`src/design/bbc_pkg.sv`:
```
`timescale 1ns / 1ps

package bbc_pkg;

  // Stack sizing
  localparam int STACK_DEPTH = 64;
  localparam int ADDR_W      = (STACK_DEPTH > 1) ? $clog2(STACK_DEPTH) : 1;
  localparam int LVL_W       = $clog2(STACK_DEPTH + 1);
  localparam int LEFT_W      = 7;
  localparam int LEFT_MAX    = 127;

  // Status codes
  localparam logic [2:0] ST_OK       = 3'd0;
  localparam logic [2:0] ST_MISMATCH = 3'd1;
  localparam logic [2:0] ST_EXCESS   = 3'd2;
  localparam logic [2:0] ST_UNCLOSED = 3'd3;
  localparam logic [2:0] ST_OVERFLOW = 3'd4;

  // Bracket kinds
  typedef logic [1:0] kind_t;
  localparam kind_t KIND_ROUND  = 2'd0;
  localparam kind_t KIND_SQUARE = 2'd1;
  localparam kind_t KIND_CURLY  = 2'd2;
  localparam kind_t KIND_NONE   = 2'd3;

  // Bracket characters
  localparam logic [7:0] CH_LPAREN = 8'h28;
  localparam logic [7:0] CH_RPAREN = 8'h29;
  localparam logic [7:0] CH_LBRACK = 8'h5B;
  localparam logic [7:0] CH_RBRACK = 8'h5D;
  localparam logic [7:0] CH_LBRACE = 8'h7B;
  localparam logic [7:0] CH_RBRACE = 8'h7D;

  // Stack memory access
  typedef struct packed {
    logic              we;
    logic [ADDR_W-1:0] waddr;
    kind_t             wdata;
    logic              re;
    logic [ADDR_W-1:0] raddr;
  } stack_req_t;

  // One result
  typedef struct packed {
    logic [2:0]        status;
    logic [LEFT_W-1:0] open_left;
  } result_t;

  function automatic kind_t open_kind(input logic [7:0] ch);
    kind_t k;
    unique case (ch)
      CH_LPAREN: k = KIND_ROUND;
      CH_LBRACK: k = KIND_SQUARE;
      CH_LBRACE: k = KIND_CURLY;
      default:   k = KIND_NONE;
    endcase
    return k;
  endfunction

  function automatic kind_t close_kind(input logic [7:0] ch);
    kind_t k;
    unique case (ch)
      CH_RPAREN: k = KIND_ROUND;
      CH_RBRACK: k = KIND_SQUARE;
      CH_RBRACE: k = KIND_CURLY;
      default:   k = KIND_NONE;
    endcase
    return k;
  endfunction

  function automatic logic [LEFT_W-1:0] sat_left(input logic [LVL_W-1:0] lvl);
    logic [LEFT_W-1:0] r;
    if (32'(lvl) > 32'(LEFT_MAX)) begin
      r = LEFT_W'(LEFT_MAX);
    end else begin
      r = LEFT_W'(lvl);
    end
    return r;
  endfunction

endpackage

```
`src/design/bbc_stack_ram.sv`:
```
`timescale 1ns / 1ps

module bbc_stack_ram
  import bbc_pkg::*;
(
  input  logic       clk,
  input  stack_req_t req,
  output kind_t      rdata
);

  kind_t mem [STACK_DEPTH];

  // Write port
  always_ff @(posedge clk) begin
    if (req.we) begin
      mem[req.waddr] <= req.wdata;
    end
  end

  // Registered read port
  always_ff @(posedge clk) begin
    if (req.re) begin
      rdata <= mem[req.raddr];
    end
  end

endmodule

```
`src/design/bbc_out_queue.sv`:
```
`timescale 1ns / 1ps

module bbc_out_queue
  import bbc_pkg::*;
(
  input  logic       clk,
  input  logic       rst,
  input  logic       push,
  input  result_t    push_data,
  output logic [1:0] count,
  output logic       result_valid,
  input  logic       result_ready,
  output result_t    head
);

  result_t    slots [2];
  logic       wr_ptr;
  logic       rd_ptr;
  logic       pop;

  assign result_valid = (count != 2'd0);
  assign pop          = result_valid && result_ready;
  assign head         = slots[rd_ptr];

  // Store incoming result
  always_ff @(posedge clk) begin
    if (push) begin
      slots[wr_ptr] <= push_data;
    end
  end

  // Advance pointers and occupancy
  always_ff @(posedge clk) begin
    if (rst) begin
      wr_ptr <= 1'b0;
      rd_ptr <= 1'b0;
      count  <= 2'd0;
    end else begin
      if (push) begin
        wr_ptr <= ~wr_ptr;
      end
      if (pop) begin
        rd_ptr <= ~rd_ptr;
      end
      priority if (push && !pop) begin
        count <= count + 2'd1;
      end else if (pop && !push) begin
        count <= count - 2'd1;
      end
    end
  end

endmodule

```
`src/design/bracket_balance_checker_unit.sv`:
```
`timescale 1ns / 1ps
// result_valid rises once the end-of-string byte has passed the stage-two registers
// and its result has been written into the result queue.
// One byte per cycle is accepted while char_ready is high. The stack read for a close
// bracket is registered behind the push/pop decision; stage two compares the kinds.
// A two-entry result queue absorbs output stalls before the input is held off.
// Reset (rst, synchronous): stack level, error latch, pipeline and queue clear.

module bracket_balance_checker_unit
  import bbc_pkg::*;
(
  input  logic        clk,
  input  logic        rst,
  input  logic        char_valid,
  output logic        char_ready,
  input  logic [7:0]  char_in,
  input  logic        end_of_string,
  output logic        result_valid,
  input  logic        result_ready,
  output logic [2:0]  status,
  output logic [6:0]  open_left
);

  // Stage one state
  logic [LVL_W-1:0] level;
  logic [LVL_W-1:0] level_next;
  logic [2:0]       error_latch;
  logic [2:0]       error_latch_next;

  // Stage two registers
  logic             s2_valid;
  logic             s2_end;
  logic             s2_pop;
  kind_t            s2_kind;
  logic [2:0]       s2_err;
  logic [LVL_W-1:0] s2_level;

  logic             xfer;
  kind_t            okind;
  kind_t            ckind;
  kind_t            rdata;
  logic             mismatch;
  logic [2:0]       eff_err;
  logic             is_open;
  logic             is_close;
  logic             full;
  logic             empty;
  logic             do_push;
  logic             do_pop;
  logic [2:0]       new_err;
  logic [LVL_W-1:0] level_op;
  logic [LVL_W-1:0] level_dec;
  stack_req_t       req;
  logic [1:0]       q_count;
  logic             q_push;
  result_t          q_data;
  result_t          q_head;
  logic [2:0]       q_load;

  // Hold input while result queue could fill; a result leaving this cycle frees a slot
  assign q_load     = {1'b0, q_count} + {2'b00, (s2_valid && s2_end)};
  assign char_ready = (q_load < (3'd2 + {2'b00, (result_valid && result_ready)}));
  assign xfer       = char_valid && char_ready;

  // Classify the byte and fold in a pending mismatch
  assign okind     = open_kind(char_in);
  assign ckind     = close_kind(char_in);
  assign mismatch  = s2_valid && s2_pop && (rdata != s2_kind);
  assign is_open   = (okind != KIND_NONE);
  assign is_close  = (ckind != KIND_NONE);
  assign full      = (level == LVL_W'(STACK_DEPTH));
  assign empty     = (level == '0);
  assign level_dec = level - LVL_W'(1);

  always_comb begin
    priority if (error_latch != ST_OK) begin
      eff_err = error_latch;
    end else if (mismatch && !s2_end) begin
      eff_err = ST_MISMATCH;
    end else begin
      eff_err = ST_OK;
    end
  end

  // Decide push, pop or error
  always_comb begin
    do_push  = 1'b0;
    do_pop   = 1'b0;
    new_err  = eff_err;
    level_op = level;
    if (xfer && (eff_err == ST_OK)) begin
      priority if (is_open) begin
        if (full) begin
          new_err = ST_OVERFLOW;
        end else begin
          do_push  = 1'b1;
          level_op = level + LVL_W'(1);
        end
      end else if (is_close) begin
        if (empty) begin
          new_err = ST_EXCESS;
        end else begin
          do_pop   = 1'b1;
          level_op = level_dec;
        end
      end else begin
        new_err = ST_OK;
      end
    end
  end

  // Clear for the next string after the last byte
  always_comb begin
    priority if (xfer && end_of_string) begin
      level_next       = '0;
      error_latch_next = ST_OK;
    end else if (xfer) begin
      level_next       = level_op;
      error_latch_next = new_err;
    end else begin
      level_next       = level;
      error_latch_next = eff_err;
    end
  end

  // Stack memory requests
  always_comb begin
    req.we    = do_push;
    req.waddr = level[ADDR_W-1:0];
    req.wdata = okind;
    req.re    = do_pop;
    req.raddr = level_dec[ADDR_W-1:0];
  end

  bbc_stack_ram u_ram (
    .clk   (clk),
    .req   (req),
    .rdata (rdata)
  );

  // Stage one control registers
  always_ff @(posedge clk) begin
    if (rst) begin
      level       <= '0;
      error_latch <= ST_OK;
      s2_valid    <= 1'b0;
    end else begin
      level       <= level_next;
      error_latch <= error_latch_next;
      s2_valid    <= xfer;
    end
  end

  // Stage two payload
  always_ff @(posedge clk) begin
    if (xfer) begin
      s2_end   <= end_of_string;
      s2_pop   <= do_pop;
      s2_kind  <= ckind;
      s2_err   <= new_err;
      s2_level <= level_op;
    end
  end

  // Form final status
  assign q_push = s2_valid && s2_end;
  always_comb begin
    priority if (s2_err != ST_OK) begin
      q_data.status = s2_err;
    end else if (mismatch) begin
      q_data.status = ST_MISMATCH;
    end else if (s2_level != '0) begin
      q_data.status = ST_UNCLOSED;
    end else begin
      q_data.status = ST_OK;
    end
    q_data.open_left = sat_left(s2_level);
  end

  bbc_out_queue u_queue (
    .clk          (clk),
    .rst          (rst),
    .push         (q_push),
    .push_data    (q_data),
    .count        (q_count),
    .result_valid (result_valid),
    .result_ready (result_ready),
    .head         (q_head)
  );

  assign status    = q_head.status;
  assign open_left = q_head.open_left;

  // Checks
  a_level_bound: assert property (@(posedge clk) disable iff (rst)
    level <= LVL_W'(STACK_DEPTH))
    else $error("stack level above depth");

  a_clear_after_end: assert property (@(posedge clk) disable iff (rst)
    xfer && end_of_string |=> (level == '0) && (error_latch == ST_OK))
    else $error("state not cleared after last byte");

  a_queue_room: assert property (@(posedge clk) disable iff (rst)
    q_push |-> (q_count != 2'd2) || result_ready)
    else $error("result queue overflow");

  a_pop_nonempty: assert property (@(posedge clk) disable iff (rst)
    do_pop |=> s2_pop && s2_valid)
    else $error("pop lost in pipeline");

endmodule
```
`config.mk`:
```
export PLATFORM = sky130hd
export DESIGN_NAME = bracket_balance_checker_unit
export DESIGN_NICKNAME = d
export VERILOG_FILES = /design/src/design/bbc_pkg.sv /design/src/design/bbc_stack_ram.sv /design/src/design/bbc_out_queue.sv /design/src/design/bracket_balance_checker_unit.sv
export SDC_FILE = /design/constraint.sdc
export NUM_CORES = 1
export LEC_CHECK = 0
export BUFFER_PORTS_ARGS = -buffer_cell sky130_fd_sc_hd__buf_2
export CAP_MARGIN = 20
export CORE_ASPECT_RATIO = 1.25
export CORE_MARGIN = 5
export CORE_UTILIZATION = 62
export CTS_CLUSTER_SIZE = 20
export DETAILED_ROUTE_END_ITERATION = 12
export GPL_TIMING_DRIVEN = 0
export MAX_ROUTING_LAYER = met4
export PLACE_DENSITY = 0.89
export SETUP_SLACK_MARGIN = 0.15
export SLEW_MARGIN = 0
export SYNTH_ARGS = -nofsm -noshare
export SYNTH_HDL_FRONTEND = slang
export SYNTH_SLANG_ARGS = --single-unit
```
`constraint.sdc`:
```
create_clock -name clk -period 4.5 [get_ports clk]
set_clock_uncertainty 0.2 [all_clocks]
set_input_delay 0.225 -clock clk [delete_from_list [all_inputs] [get_ports clk]]
set_output_delay 0.225 -clock clk [all_outputs]
set_load 0.03 [all_outputs]
```
==> impl_metrics.toml, run 1 <==
[outcome]
status = "completed"

[logic_synthesis]
synth_area_per_cell_um2 = 15.06
synth_nets = 539
synthMuxAreaShare_pct = 10.75
synth_edf_count = 164
synth_top_area_cell = "edfxtp_1"
synth-xor-area-share_pct = 1.228
yosys-top-cells-area = "edfxtp_1 63%, mux4_2 9.2%, dfxtp_1 4.1%"
async_flop_share_pct = 0
syn_inst = 521
yosysSeqAreaShare_pct = 66.86
synth_top_family_by_area = "simple AND/OR/NAND/NOR gates"
ys.flop_type = "edfxtp_1"
synth-simple-area-share_pct = 11.85
synth_seq_cells = 180
synth_fa_ha_area_share_pct = 0.7974
synth_top_area_share_pct = 62.78
synth_area_um2 = 7845
synth_compound_area_share_pct = 6.459
yosys_warnings = 0
yosysUniqueCellTypes = 67

[timing]
worstMarginPinSlew_ns = 0.7896
fmax_mhz = 244.3
finalMaxSlewViolations = 0
finalHoldViolations = 0
rsz0062_at_grt = "false"
whs_ns = 0.06105
fin_crit_ns = 4.094
relSlewSlack_pct = 47.16
setup_violations = 0
fin_crit_sh_pct = 90.97

[pwr]
power.density_nw_per_um2 = 422.0
switching_share_pct = 26.01
ir_drop_mv = 0.3052
p_leak_nw = 3.154
p_seq_share_pct = 51.5
p_comb_share_pct = 10.9
intPower_mw = 2.756
clkPwrFrac_pct = 37.7
power_switching_mw = 0.9687

[run]
maxCapViolCount = 0

[cts]
cts.path.max_buffers = 2
clkSinkCount = 180
cts_inserted_buffers = 17
cts_tree = "built"
insertion_delay_ns = 0.43
cts-root-buf = "clkbuf_16"
htreeDepth = 4
path_clk_slew_ns = 0.07

[finish]
register_area_um2 = 5245
multi_input_comb_area_um2 = 2457
area_delta_synth_final_pct = 12.52
final_area_um2 = 8827
drive_gt1_share_pct = 22.51
n_antenna_cell = 0
layout.nets = 587
fill_cells = 821

[setup_path]
crit_family = "buffers and inverters"
cp.arrival_ns = 4.06
slowest_delay_ns = 0.61
crit_fanout = 10
worst_path_max_delay_cell = "clkbuf_1"
crit_buf_inv = 6
crit_path_start_kind = "flop"
critPathKind = "reg -> reg"
endpoint_kind = "flop"
crit_required_ns = 4.47
path_cells = "buf_6 -> buf_6 -> buf_2 -> inv_1 -> ha_1 -> buf_2 -> clkbuf_1 -> mux4_2 -> a221oi_1 -> nand4_1 -> o211a_1"

[floorplan]
fp.dieH_um = 135.8
coreArea_um2 = 12550
die_x_um = 110.6
dieArea_um2 = 15020
boundaryPins = 25
initial_utilization_pct = 62.52
num_rows = 46

[global_routing]
grtUsageTotal_pct = 23.58
grt_pass1_wl_mm = 26.10
antenna_found_initial = 0
grt_max_degree = 57
grt-ovfl-total = 0
grt_pass1_vias = 5120

[placed_design]
gp_congestion = 0.9397
dp_hpwl_mm = 11.14
io_buffer_count = 24
placed_area_um2 = 8234

[detailed_routing]
drc = 0
firstDrtPassIters = 5
vias_per_cell = 6.392
detail-route-antenna-nets = 0
postRouteWirelength_mm = 16.46
wl_per_cell_um = 21.95
dr_total_vias = 4794
drt_iter0_drc = 519

[min_path]
hp-class = "in -> reg"
-- metal layers --
layer	GRT usage (%)	up-vias	part of all wire (%)
met1	24.56	2347	35
met2	40.82	259	52
met5	-	-	0
met4	14.10	0	4.9
li1	-	2118	-
met3	5.541	70	7.9
-- what timing repair did --
| item | in CTS | in global routing |
|---|---|---|
| gates resized for setup | 0 | 2 |
| buffers inserted | 0 | 0 |
| endpoints found under the setup margin | 0 | 1 |
| hold endpoints to repair | 9 | 0 |
| hold buffers | 3 | 0 |
-- metrics by stage --
stage / setup slack (ns) / util, % / power, mW / cells / TNS, ns
after detailed placement: 0.3116 / 65.63 / 2.354 / 715 / 0
after global routing: 0.2676 / 70.35 / 3.861 / 750 / 0
after CTS: 0.2796 / 70.34 / 3.735 / 750 / 0
after global placement: -0.1074 / 65.16 / 2.337 / 713 / -6.609
final: 0.4064 / 70.35 / 3.725 / 750 / 0
after floorplan: 1.154 / - / 2.243 / 521 / 0
-- registers in the layout (all words and copies together) (netlist names), named ones only --
name / flops
error_latch: 3
level: 7
s2_end: 1
s2_err: 3
s2_kind: 2
s2_level: 7
s2_pop: 1
s2_valid: 1
u_queue.count: 2
u_queue.rd_ptr: 1
u_queue.slots: 20
u_queue.wr_ptr: 1
u_ram.mem: 128
u_ram.rdata: 2
-- power by group through the flow --
stage | clock [mW] | sequential, mW | combinational (mW)
after floorplan | 0 | 1.94 | 0.299
after global placement | 0 | 1.95 | 0.387
after detailed placement | 0 | 1.96 | 0.399
after CTS | 1.41 | 1.92 | 0.405
after global routing | 1.50 | 1.92 | 0.440
final | 1.40 | 1.92 | 0.404
-- layout by cell type (no fill, tap or decap), drive strengths merged, types with 3 or more instances in the layout --
master / n
a2111oi: 3
a21boi: 3
a21o: 4
a21oi: 13
a22oi: 3
a32oi: 4
and2: 5
and2b: 6
and3: 5
and4b: 3
buf: 39
clkbuf: 28
clkinv: 3
clkinvlp: 4
dfxtp: 16
dlygate4sd3: 3
edfxtp: 164
ha: 5
inv: 18
mux2: 10
mux4: 32
nand2: 22
nand2b: 3
nand3: 11
nand3b: 3
nand4: 5
nor2: 84
nor2b: 13
nor3: 6
o21ai: 11
o31ai: 3
or3: 4
xnor2: 5
xor2: 6
-- final timing paths --
| check | start | to | slack (ns) | cells after the start |
|---|---|---|---|---|
| max | level[0]$_SDFFE_PP0N_ | u_ram.rdata[1]$_DFFE_PP_ | 0.41 | 11 |
| min | result_ready | u_queue.rd_ptr$_SDFFE_PP0N_ | 0.06 | 4 |
| max reg2reg | level[0]$_SDFFE_PP0N_ | u_ram.rdata[1]$_DFFE_PP_ | 0.41 | 11 |
| min reg2reg | s2_level[6]$_DFFE_PN_ | u_queue.slots[0][6]$_DFFE_PP_ | 0.27 | 0 |
-- logic make-up (layout without fill, tap and decap cells) --
group	count (synthesis)	count (layout)
adders and majority gates	5	5
DFF	180	180
xor gates and xnor gates	11	11
AOI/OAI and AO/OA	66	66
buffers and inverters	34	95
muxes	43	43
and+or+nand+nor	182	182
-- synthesized netlist by cell type (3+ instances only) --
| master | number |
|---|---|
| edfxtp_1 | 164 |
| nor2_1 | 84 |
| mux4_2 | 32 |
| nand2_1 | 19 |
| dfxtp_1 | 16 |
| a21oi_1 | 13 |
| nor2b_1 | 13 |
| clkbuf_1 | 11 |
| nand3_1 | 11 |
| inv_1 | 10 |
| mux2_2 | 10 |
| o21ai_0 | 7 |
| and2b_1 | 6 |
| buf_2 | 6 |
| xor2_1 | 6 |
| and2_1 | 5 |
| and3_1 | 5 |
| ha_1 | 5 |
| nand4_1 | 5 |
| xnor2_1 | 5 |
| a21o_1 | 4 |
| o21ai_1 | 4 |
| a21boi_0 | 3 |
| a22oi_1 | 3 |
| a32oi_1 | 3 |
| and4b_1 | 3 |
| buf_1 | 3 |
| buf_6 | 3 |
| nand2_2 | 3 |
| nand2b_1 | 3 |
| nand3b_1 | 3 |
| nor3_1 | 3 |
| nor3_2 | 3 |
| o31ai_1 | 3 |
| or3_1 | 3 |
-- worst min-delay path: cells and delay by family --
kind,cells,cell delay (ns)
XOR/XNOR,1,0.17
AO/OA/AOI/OAI,1,0.10
buffers and inverters,1,0.07
AND/OR/NAND/NOR,1,0.08
-- cell type report --
class / count / area share (%)
Sequential cell: 180 / 59.42
Multi-Input combinational cell: 307 / 27.84
Clock buffer: 17 / 4.819
Tap cell: 168 / 2.381
Timing Repair Buffer: 29 / 2.154
Clock inverter: 15 / 1.545
Buffer: 24 / 1.417
Inverter: 10 / 0.4252
Power figures use the tool's default switching activity.
==> run 2: changes to the inputs <==
--- a/config.mk
+++ b/config.mk
@@ -7,8 +7,8 @@
 export LEC_CHECK = 0
 export BUFFER_PORTS_ARGS = -buffer_cell sky130_fd_sc_hd__buf_2
 export CAP_MARGIN = 20
-export CORE_ASPECT_RATIO = 1.25
-export CORE_MARGIN = 5
+export CORE_ASPECT_RATIO = 0.6
+export CORE_MARGIN = 2
 export CORE_UTILIZATION = 62
 export CTS_CLUSTER_SIZE = 20
 export DETAILED_ROUTE_END_ITERATION = 12
==> run 2 against run 1 <==
Compared with the run above: clock power grew 14%; hold slack gained 0.0038 ns; cell count shrank 0.40%; fmax shrank 5.7%; critical path type unchanged; register-to-register slack lost 0.25 ns; final area grew 0.72%; critical endpoint unchanged; highest routed layer unchanged; routed wire length grew 13%.
==> impl_metrics.toml, run 2 (synthesized netlist as in run 1, its figures left out) <==
[setup_path]
crit_path_frequent_cell = "buf_2"
path_cells = "buf_6 -> buf_6 -> buf_2 -> inv_1 -> ha_1 -> buf_2 -> buf_2 -> buf_2 -> mux4_2 -> a221oi_1 -> nand4_1 -> o211a_1"
r2r-end = "u_ram.rdata[1]$_DFFE_PP_"
cp.arrival_ns = 4.31
critPathKind = "reg -> reg"
regToRegStartpoint = "level[0]$_SDFFE_PP0N_"
crit_required_ns = 4.47
crit_path_start_kind = "flop"
crit_fanout = 10
worst_path_max_delay_cell = "dfxtp_1"
crit_start = "level[0]$_SDFFE_PP0N_"
slowest_delay_ns = 0.41
reg2regPathDepth = 12
endpoint_kind = "flop"
reg2reg_slack_ns = 0.16
endpoint = "u_ram.rdata[1]$_DFFE_PP_"

[finish]
layout_commonest_cell = "edfxtp_1"
layout.nets = 587
registers.top_by_ff_count = "u_ram.mem"
final_area_um2 = 8891
area_delta_synth_final_pct = 13.33
final_cell_mix = "164 x edfxtp_1, 83 x nor2_1, 32 x mux4_2"
register_area_um2 = 5245
fill_cells = 747
largest_registers = "u_ram.mem: 128 flops, u_queue.slots: 20 flops"
largest_reg_flops = 128
stdcell_count = 747
fin_util_pct = 72.77
multi_input_comb_area_um2 = 2457
drive_gt1_share_pct = 22.51
n_antenna_cell = 0

[cts]
cts_tree = "built"
path_clk_slew_ns = 0.07
cts.path.max_buffers = 2
clkSinkCount = 180
insertion_delay_ns = 0.43
cts-root-buf = "clkbuf_16"
cts_inserted_buffers = 17
htreeDepth = 4

[timing]
setup_violations = 0
layout_setup_ws_ns = 0.1610
worstMarginPinSlew_ns = 0.9167
relSlewSlack_pct = 38.45
whs_ns = 0.06487
finalHoldViolations = 0
fin_crit_ns = 4.339
fmax_mhz = 230.5
rsz0062_at_grt = "true"
finalMaxSlewViolations = 0
setup_tns_ns = 0
fin_crit_sh_pct = 96.42

[pwr]
p_seq_share_pct = 48.7
power_switching_mw = 0.9999
power.density_nw_per_um2 = 446.0
p_comb_share_pct = 11.3
switching_share_pct = 25.21
intPower_mw = 2.966
clkPwrFrac_pct = 40.0
p_leak_nw = 3.194
ir_drop_mv = 0.3086
power.total_mw = 3.966

[global_routing]
grt-ovfl-total = 0
grtUsageTotal_pct = 29.79
grt_max_degree = 50
grt_pass1_vias = 4936
grt_pass1_wl_mm = 28.33
antenna_found_initial = 0

[placed_design]
placed_area_um2 = 8230
io_buffer_count = 24
preCtsSetupSlack_ns = 0.03943
dp_cells = 712
dp_hpwl_mm = 12.18
gp_congestion = 0.9939

[detailed_routing]
firstDrtPassIters = 5
dr_total_vias = 4956
detail-route-antenna-nets = 0
wl_per_cell_um = 24.87
drc = 0
postRouteWirelength_mm = 18.58
vias_per_cell = 6.635
drt_iter0_drc = 768

[floorplan]
fp.dieH_um = 91.13
num_rows = 31
boundaryPins = 25
die_x_um = 149.2
dieArea_um2 = 13600
coreArea_um2 = 12220
initial_utilization_pct = 64.21

[outcome]
status = "completed"

[run]
maxCapViolCount = 0

[min_path]
hp-class = "in -> reg"
## run 2: metal layers
metal  track usage (%)  routed length [um]
met4             8.889                 378
met2             43.24                8559
met3             8.543                2182
met5                 -                   0
met1             41.65                7458
## run 2: worst max-delay path: cells and delay by family (launching register included)
kind                     cells  cell delay [ns]
AO/OA/AOI/OAI                2             0.59
adder cells (fa/ha/maj)      1             0.30
buffers and inverters        7             1.97
flip-flops                   1             0.41
multiplexers                 1             0.38
AND/OR/NAND/NOR              1             0.21
## run 2: worst min-delay path by stage
| stage | cells past startpoint | endpoint | slack [ns] | startpoint |
|---|---|---|---|---|
| 6_report | 4 | flop | 0.06 | result_ready |
| 2_1_floorplan | 1 | u_queue.count[1]$_SDFFE_PP0P_ | 0.09 | rst |
| 3_5_place_dp | 1 | s2_end$_DFFE_PN_ | 0.22 | end_of_string |
| 5_1_grt | 4 | u_queue.rd_ptr$_SDFFE_PP0N_ | 0.1 | result_ready |
| 4_1_cts | 4 | flop | 0.05 | result_ready |
| 3_3_place_gp | 1 | s2_end$_DFFE_PN_ | 0.23 | end_of_string |
## run 2: final cells by class
type                            instances  area share (%)
Clock buffer                           18           4.827
Timing Repair Buffer                   29           2.139
Sequential cell                       180           58.99
Tap cell                              165           2.322
Multi-Input combinational cell        307           27.64
Clock inverter                         14           2.238
Buffer                                 24           1.421
Inverter                               10          0.4222
## run 2: what timing repair did
item | 4_1_cts | 5_1_grt
hold endpoints to repair | 8 | 0
gates cloned | 0 | 0
hold buffers | 3 | 0
endpoints found under the setup margin | 2 | 2
setup buffers | 0 | 0
resized for setup | 1 | 3
## run 2: power groups by stage
stage / clock network (mW) / registers [mW] / logic, mW
floorplan: 0 / 1.94 / 0.299
global placement: 0 / 1.96 / 0.404
detailed placement: 0 / 1.96 / 0.427
CTS: 1.58 / 1.93 / 0.439
global route: 1.65 / 1.94 / 0.474
finish: 1.59 / 1.93 / 0.448
